==> src/hdl/ups_pkg.sv <==
package ups_pkg;

  localparam int LEN_BITS  = 16;
  localparam int IDX_W     = LEN_BITS + 1;
  localparam int ENC_W     = LEN_BITS + 2;
  localparam int PREFIX_W  = 16;
  localparam int MAXLEN_W  = 16;
  localparam int INC_W     = 5;
  localparam int CONT_W    = 3;
  localparam int ADDR_W    = 3;
  localparam int DATA_W    = 32;

  localparam logic [ADDR_W-3:0] REG_MAX_ENCODED_LEN = 1'b0;
  localparam logic [31:0]       MAX_ENCODED_LEN_RST = 32'd4096;

  typedef struct packed {
    logic              single;
    logic [INC_W-1:0]  enc_inc;
    logic [CONT_W-1:0] cont_init;
    logic              newline;
    logic              punct;
    logic              space;
  } ups_class_t;

endpackage

==> src/hdl/ups_cfg.sv <==
module ups_cfg (
  input  logic                           clk,
  input  logic                           rst_n,
  input  logic                           psel,
  input  logic                           penable,
  input  logic                           pwrite,
  input  logic [ups_pkg::ADDR_W-1:0]     paddr,
  input  logic [ups_pkg::DATA_W-1:0]     pwdata,
  output logic [ups_pkg::DATA_W-1:0]     prdata,
  output logic                           pready,
  output logic [ups_pkg::LEN_BITS-1:0]   max_len
);
  import ups_pkg::*;

  logic [LEN_BITS-1:0] max_len_r;
  logic [LEN_BITS-1:0] max_len_nxt;
  logic [31:0]         wr_val;
  logic [LEN_BITS+31:0] rd_ext;
  logic                sel_max;

  assign pready  = 1'b1;
  assign sel_max = (paddr[ADDR_W-1:2] == REG_MAX_ENCODED_LEN);
  assign wr_val  = {16'b0, pwdata[MAXLEN_W-1:0]};

  always_comb begin
    max_len_nxt = max_len_r;
    if (psel && penable && pwrite && pready && sel_max) begin
      max_len_nxt = wr_val[LEN_BITS-1:0];
    end
  end

  always_ff @(posedge clk) begin
    if (!rst_n) begin
      max_len_r <= MAX_ENCODED_LEN_RST[LEN_BITS-1:0];
    end else begin
      max_len_r <= max_len_nxt;
    end
  end

  assign rd_ext  = {32'b0, max_len_r};
  assign prdata  = sel_max ? rd_ext[DATA_W-1:0] : '0;
  assign max_len = max_len_r;

endmodule

==> src/hdl/ups_classify.sv <==
module ups_classify (
  input  logic [7:0]          char_byte,
  output ups_pkg::ups_class_t cls
);
  import ups_pkg::*;

  logic unreserved;

  assign unreserved = (char_byte >= 8'h30 && char_byte <= 8'h39) ||
                      (char_byte >= 8'h41 && char_byte <= 8'h5A) ||
                      (char_byte >= 8'h61 && char_byte <= 8'h7A) ||
                      char_byte == 8'h2D || char_byte == 8'h2E ||
                      char_byte == 8'h5F || char_byte == 8'h7E;

  always_comb begin
    cls.newline = (char_byte == 8'h0A);
    cls.punct   = (char_byte >= 8'h21 && char_byte <= 8'h2F) ||
                  (char_byte >= 8'h3A && char_byte <= 8'h40) ||
                  (char_byte >= 8'h5B && char_byte <= 8'h60) ||
                  (char_byte >= 8'h7B && char_byte <= 8'h7E);
    cls.space   = (char_byte == 8'h20) ||
                  (char_byte >= 8'h09 && char_byte <= 8'h0D);
    cls.single  = 1'b0;
    cls.enc_inc = 5'd3;
    cls.cont_init = 3'd0;
    case (char_byte[7:5])
      3'b110: begin
        cls.enc_inc   = 5'd6;
        cls.cont_init = 3'd1;
      end
      3'b111: begin
        if (!char_byte[4]) begin
          cls.enc_inc   = 5'd9;
          cls.cont_init = 3'd2;
        end else if (!char_byte[3]) begin
          cls.enc_inc   = 5'd12;
          cls.cont_init = 3'd3;
        end else if (!char_byte[2]) begin
          cls.enc_inc   = 5'd15;
          cls.cont_init = 3'd4;
        end else if (!char_byte[1]) begin
          cls.enc_inc   = 5'd18;
          cls.cont_init = 3'd5;
        end else begin
          cls.single  = 1'b1;
          cls.enc_inc = 5'd3;
        end
      end
      default: begin
        cls.single  = 1'b1;
        cls.enc_inc = unreserved ? 5'd1 : 5'd3;
      end
    endcase
  end

endmodule

==> src/hdl/ups_track.sv <==
module ups_track (
  input  logic                          clk,
  input  logic                          rst_n,
  input  logic                          accept,
  input  logic                          is_end,
  input  ups_pkg::ups_class_t           cls,
  input  logic [ups_pkg::LEN_BITS-1:0]  max_len,
  output logic [ups_pkg::PREFIX_W-1:0]  cut_len
);
  import ups_pkg::*;

  logic [IDX_W-1:0]  byte_index_r, byte_index_nxt;
  logic [ENC_W-1:0]  encoded_len_r, encoded_len_nxt;
  logic [CONT_W-1:0] cont_left_r, cont_left_nxt;
  logic [IDX_W-1:0]  break_pos_r, break_pos_nxt;
  logic [IDX_W-1:0]  punct_pos_r, punct_pos_nxt;
  logic [IDX_W-1:0]  space_pos_r, space_pos_nxt;
  logic              overflowed_r, overflowed_nxt;
  logic [IDX_W-1:0]  overflow_pos_r, overflow_pos_nxt;

  logic [ENC_W:0]    enc_sum;
  logic [ENC_W-1:0]  enc_sat;
  logic [IDX_W:0]    idx_sum;
  logic [IDX_W-1:0]  idx_sat;
  logic [IDX_W-1:0]  cut_pos;
  logic [IDX_W+PREFIX_W-1:0] cut_ext;

  assign enc_sum = {1'b0, encoded_len_r} + {{(ENC_W+1-INC_W){1'b0}}, cls.enc_inc};
  assign enc_sat = enc_sum[ENC_W] ? {ENC_W{1'b1}} : enc_sum[ENC_W-1:0];
  assign idx_sum = {1'b0, byte_index_r} + {{IDX_W{1'b0}}, 1'b1};
  assign idx_sat = idx_sum[IDX_W] ? {IDX_W{1'b1}} : idx_sum[IDX_W-1:0];

  always_comb begin
    if (!overflowed_r) begin
      cut_pos = byte_index_r;
    end else if (break_pos_r != '0) begin
      cut_pos = break_pos_r;
    end else if (punct_pos_r != '0) begin
      cut_pos = punct_pos_r;
    end else if (space_pos_r != '0) begin
      cut_pos = space_pos_r;
    end else begin
      cut_pos = overflow_pos_r;
    end
  end

  assign cut_ext = {{PREFIX_W{1'b0}}, cut_pos};
  assign cut_len = cut_ext[PREFIX_W-1:0];

  always_comb begin
    byte_index_nxt   = byte_index_r;
    encoded_len_nxt  = encoded_len_r;
    cont_left_nxt    = cont_left_r;
    break_pos_nxt    = break_pos_r;
    punct_pos_nxt    = punct_pos_r;
    space_pos_nxt    = space_pos_r;
    overflowed_nxt   = overflowed_r;
    overflow_pos_nxt = overflow_pos_r;
    if (accept) begin
      if (is_end) begin
        byte_index_nxt   = '0;
        encoded_len_nxt  = '0;
        cont_left_nxt    = '0;
        break_pos_nxt    = '0;
        punct_pos_nxt    = '0;
        space_pos_nxt    = '0;
        overflowed_nxt   = 1'b0;
        overflow_pos_nxt = '0;
      end else if (!overflowed_r) begin
        if (cont_left_r != '0) begin
          cont_left_nxt  = cont_left_r - 3'd1;
          byte_index_nxt = idx_sat;
        end else begin
          encoded_len_nxt = enc_sat;
          if (enc_sat > {2'b0, max_len}) begin
            overflowed_nxt   = 1'b1;
            overflow_pos_nxt = byte_index_r;
          end else begin
            byte_index_nxt = idx_sat;
            cont_left_nxt  = cls.cont_init;
            if (cls.single) begin
              if (cls.newline) begin
                break_pos_nxt = idx_sat;
              end else if (cls.punct) begin
                punct_pos_nxt = idx_sat;
              end else if (cls.space) begin
                space_pos_nxt = idx_sat;
              end
            end
          end
        end
      end
    end
  end

  always_ff @(posedge clk) begin
    if (!rst_n) begin
      byte_index_r   <= '0;
      encoded_len_r  <= '0;
      cont_left_r    <= '0;
      break_pos_r    <= '0;
      punct_pos_r    <= '0;
      space_pos_r    <= '0;
      overflowed_r   <= 1'b0;
      overflow_pos_r <= '0;
    end else begin
      byte_index_r   <= byte_index_nxt;
      encoded_len_r  <= encoded_len_nxt;
      cont_left_r    <= cont_left_nxt;
      break_pos_r    <= break_pos_nxt;
      punct_pos_r    <= punct_pos_nxt;
      space_pos_r    <= space_pos_nxt;
      overflowed_r   <= overflowed_nxt;
      overflow_pos_r <= overflow_pos_nxt;
    end
  end

endmodule

==> src/hdl/urlencoded_prefix_splitter.sv <==
// The splitter takes one string byte per beat and one beat per clock cycle; every byte's
// length and position bookkeeping is settled in the cycle it is accepted. A terminator
// beat returns the cut length from the output register on the following cycle, and the
// input stalls only while that register holds an undelivered result and out_stall is high.
module urlencoded_prefix_splitter (
  input  logic                           clk,
  input  logic                           rst_n,
  input  logic                           in_valid,
  output logic                           in_stall,
  input  logic [7:0]                     in_char_byte,
  input  logic                           in_is_end,
  output logic                           out_valid,
  input  logic                           out_stall,
  output logic [ups_pkg::PREFIX_W-1:0]   out_prefix_len,
  input  logic                           psel,
  input  logic                           penable,
  input  logic                           pwrite,
  input  logic [ups_pkg::ADDR_W-1:0]     paddr,
  input  logic [ups_pkg::DATA_W-1:0]     pwdata,
  output logic [ups_pkg::DATA_W-1:0]     prdata,
  output logic                           pready
);
  import ups_pkg::*;

  logic [LEN_BITS-1:0] max_len;
  ups_class_t          cls;
  logic                in_accept;
  logic [PREFIX_W-1:0] cut_len;
  logic                out_valid_r, out_valid_nxt;
  logic [PREFIX_W-1:0] out_len_r, out_len_nxt;

  ups_cfg u_cfg (
    .clk     (clk),
    .rst_n   (rst_n),
    .psel    (psel),
    .penable (penable),
    .pwrite  (pwrite),
    .paddr   (paddr),
    .pwdata  (pwdata),
    .prdata  (prdata),
    .pready  (pready),
    .max_len (max_len)
  );

  ups_classify u_classify (
    .char_byte (in_char_byte),
    .cls       (cls)
  );

  ups_track u_track (
    .clk     (clk),
    .rst_n   (rst_n),
    .accept  (in_accept),
    .is_end  (in_is_end),
    .cls     (cls),
    .max_len (max_len),
    .cut_len (cut_len)
  );

  assign in_stall  = out_valid_r && out_stall;
  assign in_accept = in_valid && !in_stall;

  always_comb begin
    out_valid_nxt = out_valid_r;
    out_len_nxt   = out_len_r;
    if (out_valid_r && !out_stall) begin
      out_valid_nxt = 1'b0;
    end
    if (in_accept && in_is_end) begin
      out_valid_nxt = 1'b1;
      out_len_nxt   = cut_len;
    end
  end

  always_ff @(posedge clk) begin
    if (!rst_n) begin
      out_valid_r <= 1'b0;
    end else begin
      out_valid_r <= out_valid_nxt;
    end
  end

  always_ff @(posedge clk) begin
    out_len_r <= out_len_nxt;
  end

  assign out_valid      = out_valid_r;
  assign out_prefix_len = out_len_r;

endmodule

==> config.mk <==
export PLATFORM = sky130hd
export DESIGN_NAME = urlencoded_prefix_splitter
export DESIGN_NICKNAME = d
export VERILOG_FILES = /design/src/hdl/ups_pkg.sv /design/src/hdl/ups_cfg.sv /design/src/hdl/ups_classify.sv /design/src/hdl/ups_track.sv /design/src/hdl/urlencoded_prefix_splitter.sv
export SDC_FILE = /design/constraint.sdc
export NUM_CORES = 1
export LEC_CHECK = 0
export ABC_AREA = 1
export ABC_CLOCK_PERIOD_IN_PS = 8550
export BUFFER_PORTS_ARGS = -buffer_cell sky130_fd_sc_hd__buf_2
export CAP_MARGIN = 20
export CELL_PAD_IN_SITES_DETAIL_PLACEMENT = 1
export CELL_PAD_IN_SITES_GLOBAL_PLACEMENT = 2
export CORE_AREA = 2 2 153 155
export CTS_BUF_LIST = sky130_fd_sc_hd__clkbuf_8
export DETAILED_ROUTE_END_ITERATION = 16
export DIE_AREA = 0 0 155 157
export PLACE_DENSITY_LB_ADDON = 0.2
export SKIP_LAST_GASP = 1
export SLEW_MARGIN = 20
export SYNTH_ARGS = -nofsm -noshare
export SYNTH_HDL_FRONTEND = slang
export SYNTH_SLANG_ARGS = --single-unit
==> constraint.sdc <==
create_clock -name clk -period 8.55 [get_ports clk]
set_clock_uncertainty 0.05 [all_clocks]
set_input_delay 1.2825 -clock clk [delete_from_list [all_inputs] [get_ports clk]]
set_output_delay 1.2825 -clock clk [all_outputs]
set_load 0.02 [all_outputs]
[Word level (Yosys, flattened, before mapping)]
Index checks and enable logic that the tools add are counted.
Cells by class
  reductions and logical operators: 43
  muxes and demuxes: 62
  equality and inequality tests: 14
  order comparisons: 17
  $add $sub $neg: 3
  bitwise logic cells: 1
Operators with widths (count)
  17-bit 2-to-1 mux: 26
  16-bit 2-to-1 mux: 9
  18-bit 2-to-1 mux: 4
  17-bit nonzero test: 3
  8-bit by 7-bit <= comparator with 1-bit output (second input constant): 5
  8-bit by 7-bit >= comparator with 1-bit output (second input constant): 4
  8-bit by 6-bit equality test with 1-bit output (second input constant): 3
  8-bit by 6-bit >= comparator with 1-bit output (second input constant): 3
  8-bit 2-to-1 mux: 3
  18-bit by 5-bit adder with 19-bit output: 1
  17-bit by 1-bit adder with 18-bit output (second input constant): 1
  18-bit by 16-bit greater-than comparator with 1-bit output: 1
  8-bit by 7-bit equality test with 1-bit output (second input constant): 2
  8-bit by 6-bit <= comparator with 1-bit output (second input constant): 2
  1-bit logical AND: 15
  3-bit 2-to-1 mux: 5
  2-bit nonzero test: 6
  1-bit logical OR: 10
  1-bit 2-to-1 mux: 10
  2-bit inequality test (second input constant): 5
  5-bit one-hot mux with 2 select lines: 1
  8-bit by 4-bit equality test with 1-bit output (second input constant): 1
  8-bit by 4-bit >= comparator with 1-bit output (second input constant): 1
  8-bit by 4-bit <= comparator with 1-bit output (second input constant): 1
  15 further kinds: 18
Word-level totals
  register bits: 139
  output and inout port bits: 51
  bits of input ports: 51
  logic and storage cells: 151

[Longest topological paths before layout]
  word-level depth: 17
  mapped depth: 38
  depth with buffers taken out: 35

[Cells and area by module]
Synthesis repeated with hierarchy kept, for this count alone.
Second synthesis, totals
  cell total of the unflattened synthesis: 1307
  area total of the unflattened synthesis: 8534.4 um^2
Modules (own cells, without submodules)
  ups_track: times used 1, cells an instance 1034, sequential area each 2122.0 um^2, area each 6551.3 um^2
  ups_cfg: times used 1, cells an instance 159, sequential area each 320.3 um^2, area each 1052.3 um^2
  urlencoded_prefix_splitter: times used 1, cells an instance 26, sequential area each 500.5 um^2, area each 541.8 um^2
  ups_classify: times used 1, cells an instance 88, sequential area each 0.0 um^2, area each 389.1 um^2

[Least setup slack after synthesis]
Ideal clock, no wire load.
  path type: input to register
  from: input in_char_byte[4]
  to: register u_track.space_pos_r[16]
  data required time: 8.385 ns
  arrival: 5.004 ns
  path slack: 3.381 ns
  cell stages on the path: 36
  path buffers: 4
  setup time: 0.115 ns
  cells stage by stage: buf_2 nor2_1 inv_1 o31ai_1 nor2_1 nor3_1 nand4_1 fa_1 inv_1 nand3_1 nand2_1 nand2_1 nand2_2 inv_2 nor2_4 nand2_4 clkbuf_1 nand3_1 ha_1 nand2_1 inv_1 nor2_1 o21a_1 nand2_1 nand2_1 nand2_1 nand2_1 nand2_1 nand2_1 nand3_2 nand2_2 buf_8 buf_6 nand3_1 nand2_1 nor2_1
On the way
  cells in the longest elaborated chain, start to end: 15
  elaborated cells on any way between the ends: 54
  classes of those cells: 1 x add/sub; 17 x order compare; 9 x eq/ne; 6 x mux; 21 x reduce/logical
RTL lines
  start, declared: RTL line urlencoded_prefix_splitter.sv:10  | input logic [7:0] in_char_byte,
  8-bit by 6-bit >= comparator with 1-bit output (tied with other cells): RTL line ups_classify.sv:9  | assign unreserved = (char_byte >= 8'h30 && char_byte <= 8'h39) ||
  1-bit logical AND (on tied branches): RTL line ups_classify.sv:9, ups_classify.sv:10
  1-bit logical OR: RTL line ups_classify.sv:9
  1-bit logical OR: RTL line ups_classify.sv:10  | (char_byte >= 8'h41 && char_byte <= 8'h5A) ||
  1-bit logical OR: RTL line ups_classify.sv:11  | (char_byte >= 8'h61 && char_byte <= 8'h7A) ||
  1-bit logical OR (2 in a row): RTL line ups_classify.sv:12  | char_byte == 8'h2D || char_byte == 8'h2E ||
  1-bit logical OR: RTL line ups_classify.sv:13  | char_byte == 8'h5F || char_byte == 8'h7E;
  2-bit 2-to-1 mux: RTL line ups_classify.sv:51  | cls.enc_inc = unreserved ? 5'd1 : 5'd3;
  5-bit one-hot mux with 2 select lines: RTL line ups_classify.sv:26  | case (char_byte[7:5])
  18-bit by 5-bit adder with 19-bit output: RTL line ups_track.sv:28  | assign enc_sum = {1'b0, encoded_len_r} + {{(ENC_W+1-INC_W){1'b0}}, cls.enc_inc};
  18-bit 2-to-1 mux: RTL line ups_track.sv:29  | assign enc_sat = enc_sum[ENC_W] ? {ENC_W{1'b1}} : enc_sum[ENC_W-1:0];
  18-bit by 16-bit greater-than comparator with 1-bit output: RTL line ups_track.sv:75  | if (enc_sat > {2'b0, max_len}) begin
  2-bit inequality test (no line)
  8-bit AND reduction (no line) (*)
  end signal, assigned: RTL line ups_track.sv:112  | space_pos_r <= space_pos_nxt;
  end, declared: RTL line ups_track.sv:17  | logic [IDX_W-1:0] space_pos_r, space_pos_nxt;
Every way passes the cells marked *; elsewhere a longest branch is shown, timed or not.
A chain may end at the register's enable or synchronous reset.

[Worst setup path after layout]
  from: input in_char_byte[1]
  to: register u_track.space_pos_r[11]
The elaborated chain is that of the path after synthesis.

==> impl_results.md <==
* IO buf count at 66
* Worst-Skew Late Latency at between 0.4 and 0.5 ns
* Placed Area at 0.008457 mm^2
* Syn_area_per_cell at between 6 and 7 um^2
* Starting density of the core at 35.96%
* Area of the multi-input gates at 0.004272 mm^2
* Worst Setup End Kind: register
* WP data arrival at ~6.4 ns
* Vias at slightly below 8000
* Clk root buf: clkbuf_8
* Layout cells sized above 1 at ~12%
* Tightest Pin Transition at 0.9436 ns
* Sw Ratio at between 30% and 40%
* Post-layout minimum cycle time at ~6.1 ns
* Vias in the first global route at between 7000 and 8000
* Most frequent cells in the layout: nand2_1 (255), a21oi_1 (152), nor2_1 (124), dfxtp_1 (123), inv_1 (121)
* Number of H-tree levels at 4
* Critical path required time at between 8 and 9 ns
* Outcome: finished, final reports clean
* Slowest CP cell: nand2_4
* Wire length per cell at 16.56 um
* FFs w/ async S/R, synth at 0%
* Overall Power at 1.596 mW
* Setup_tns at 0 ns
* Worst-path maximum fanout at 70
* Crit-path most repeated cell: nand2_1
* Worst R2R Start: u_track.encoded_len_r[0]
* Synth unique cells at between 40 and 50
* WS Path Type: in2reg
* Worst setup path endpoint: u_track.space_pos_r[11]
* I/O Pins at between 100 and 150
* P_int at between 1 and 1.5 mW
* R2R setup slack at between 3 and 4 ns
* Top FF cell, synth: dfxtp_1
* P per Cell Area at around 180 mW/mm^2
* Fin util at about 39%
* Period Utilization, post-route at between 70% and 80%
* Fmax at roughly 170 MHz
* Drt total wl at between 20000 and 30000 um
* CP bufs+invs at 5
* Number of max-slew violations in the final report at 0
* CTS Hold Bufs at 0
* EDFF count, synth at 16
* Crit path from: in_char_byte[1]
* Worst-path clk slew at 0.08 ns
* YS warnings at 0
* ANT nets after route at 0
* DR pass1 iterations at 5
* TritonCTS clock tree: built
* Setup Slack @ Placement at between 1.5 and 2 ns
* Post-route DRC at 0
* P&R area growth vs syn at 9.725%
* Hpwl dp at 17940 um
* Yosys reg bits at around 140
* Num CTS Buffers at 17
* CP top delay family: simple AND/OR/NAND/NOR gates
* Reg power frac at between 40 and 50%
* Resize count post-CTS at 0
* Final hold violations at 0
* CP max stage delay at a little under 0.6 ns
* Clock sinks at 139
* Most common cell after layout, fill and taps aside: nand2_1
* Largest net degree at the start of global routing at 80
* RR Endpoint: u_track.space_pos_r[11]
* R2r worst-path depth at 28
* Starting DRT DRC Count at about 400
* Vert. Die Dim at about 160 um
* Post CTS Setup Buffer Count at 0
* RSZ-0062 raised after global routing: false
* Rows at 55
* HP Class: reg2reg
* FF+latch area at about 0.0029 mm^2
* Core box area at around 0.023 mm^2
* First-pass GRT wire length at 40740 um
* Clock power frac at 37.4%
* Combinational share of power at about 18%
* Post-synthesis sequential area ratio at 36.36%
* Setup violators final at 0
* Layout Nets at 1303
* Gp weighted congestion at 0.8120
* ANT cells at 0
* Die area at 0.02434 mm^2
* Design area at around 0.0089 mm^2
* Clock Tree Buf Depth at 2
* Vias per cell at ~5.0
* Initial antenna violation count at 0
* Peak supply drop at 0.07833 mV
* Psw at roughly 0.52 mW
* Layout fillers at between 2000 and 3000
* Total track usage at between 20% and 30%
* Cells after Synth at ~1200
* Pleak at about 3.8 nW
* Max-Cap Viols at 0
* Post-synthesis cell area at about 0.0081 mm^2
* Die W at about 160 um
* Worst rel slew slack at a little under two fifths
* Stages on worst setup path at 33
* Grt ovf at 0
* Fin worst setup slack at between 2 and 2.5 ns
* Crit start category: input port
## kinds of logic (layout without fill, tap and decap cells)
group	count (synthesis)	after routing	share of synthesized area, %
AO/OA/AOI/OAI	251	251	16.76
XOR/XNOR	10	10	1.082
adder cells (fa/ha/maj)	25	25	3.958
buffers and inverters	209	238	11.67
flip-flops	139	139	36.36
other	2	17	0.09280
AND/OR/NAND/NOR	560	560	30.07
## synthesized netlist by cell type, types with 4 or more instances
| cell type | number | area share [%] |
|---|---|---|
| buf_4 | 19 | 1.8 |
| dfxtp_1 | 123 | 30 |
| a21oi_1 | 152 | 9.4 |
| edfxtp_1 | 16 | 5.9 |
| nor3_1 | 16 | 0.99 |
| clkbuf_1 | 28 | 1.3 |
| nand2_1 | 255 | 12 |
| buf_1 | 4 | 0.19 |
| o21ai_0 | 59 | 3.6 |
| inv_2 | 11 | 0.51 |
| buf_6 | 5 | 0.70 |
| nand4_1 | 16 | 1.2 |
| nand3_1 | 119 | 7.4 |
| buf_2 | 19 | 1.2 |
| inv_1 | 121 | 5.6 |
| o21bai_1 | 4 | 0.37 |
| nor4_1 | 4 | 0.31 |
| xor2_1 | 9 | 0.97 |
| nor2_1 | 124 | 5.8 |
| a21oi_2 | 11 | 1.2 |
| or2_2 | 7 | 0.54 |
| ha_1 | 24 | 3.7 |
| o21ai_1 | 10 | 0.62 |
## power by group through the flow
stage / combinational, mW / sequential (mW) / clock [mW]
2_1_floorplan: 0.207 / 0.730 / 0
3_3_place_gp: 0.281 / 0.732 / 0
3_5_place_dp: 0.285 / 0.733 / 0
4_1_cts: 0.286 / 0.718 / 0.612
5_1_grt: 0.318 / 0.723 / 0.642
6_report: 0.281 / 0.718 / 0.597
## through the flow
| step | instances | hold WS [ns] |
|---|---|---|
| floorplan | 1211 | 0.3891 |
| global placement | 1493 | 0.4001 |
| detailed placement | 1493 | 0.4038 |
| CTS | 1525 | 0.4172 |
| global route | 1525 | 0.4334 |
| finish | 1525 | 0.4167 |
## worst register-to-register path: cells and delay by family, from the launching register on
family	cells	cell delay (ns)
AND/OR/NAND/NOR	18	2.14
adder cells (fa/ha/maj)	3	0.86
AO/OA/AOI/OAI	2	0.34
flip-flops	1	0.34
buffers and inverters	5	0.80
## worst min-delay path by stage
stage | to | depth (start not counted) | start | slack [ns]
floorplan | u_track.overflow_pos_r[10] | 2 | u_track.overflow_pos_r[10] | 0.39
global placement | u_track.overflow_pos_r[9] | 2 | u_track.overflow_pos_r[9] | 0.40
detailed placement | u_track.overflow_pos_r[2] | 2 | u_track.overflow_pos_r[2] | 0.40
CTS | u_track.overflow_pos_r[15] | 2 | u_track.overflow_pos_r[15] | 0.42
global route | u_track.overflow_pos_r[7] | 2 | u_track.overflow_pos_r[7] | 0.43
finish | u_track.overflow_pos_r[15] | 2 | u_track.overflow_pos_r[15] | 0.42
## state kept, by name (all words and copies together) (netlist names)
signal / cells
u_track.cont_left_r: 3
u_track.overflow_pos_r: 16
out_valid: 1
u_track.overflowed_r: 1
u_cfg.max_len: 16
u_track.byte_index_r: 17
out_prefix_len: 16
u_track.encoded_len_r: 18
u_track.punct_pos_r: 17
u_track.space_pos_r: 17
u_track.break_pos_r: 17
## routing by layer
layer,share of wire [%],wire [um],track usage [%],vias up
met5,0,0,0,-
met2,49,12260,37.40,101
met1,48,12070,27.80,3620
met3,2.8,702,3.194,18
met4,0.86,218,4.541,0
li1,-,-,-,3947
## cell type report
| type | count | area share [%] |
|---|---|---|
| multi-input combinational | 863 | 48.10 |
| clock buffer | 17 | 2.635 |
| timing repair buffer | 74 | 4.396 |
| inverter | 132 | 5.580 |
| clock inverter | 15 | 2.128 |
| tap | 285 | 4.016 |
| sequential | 139 | 33.14 |
No activity file was read; power rests on OpenSTA's default activity.
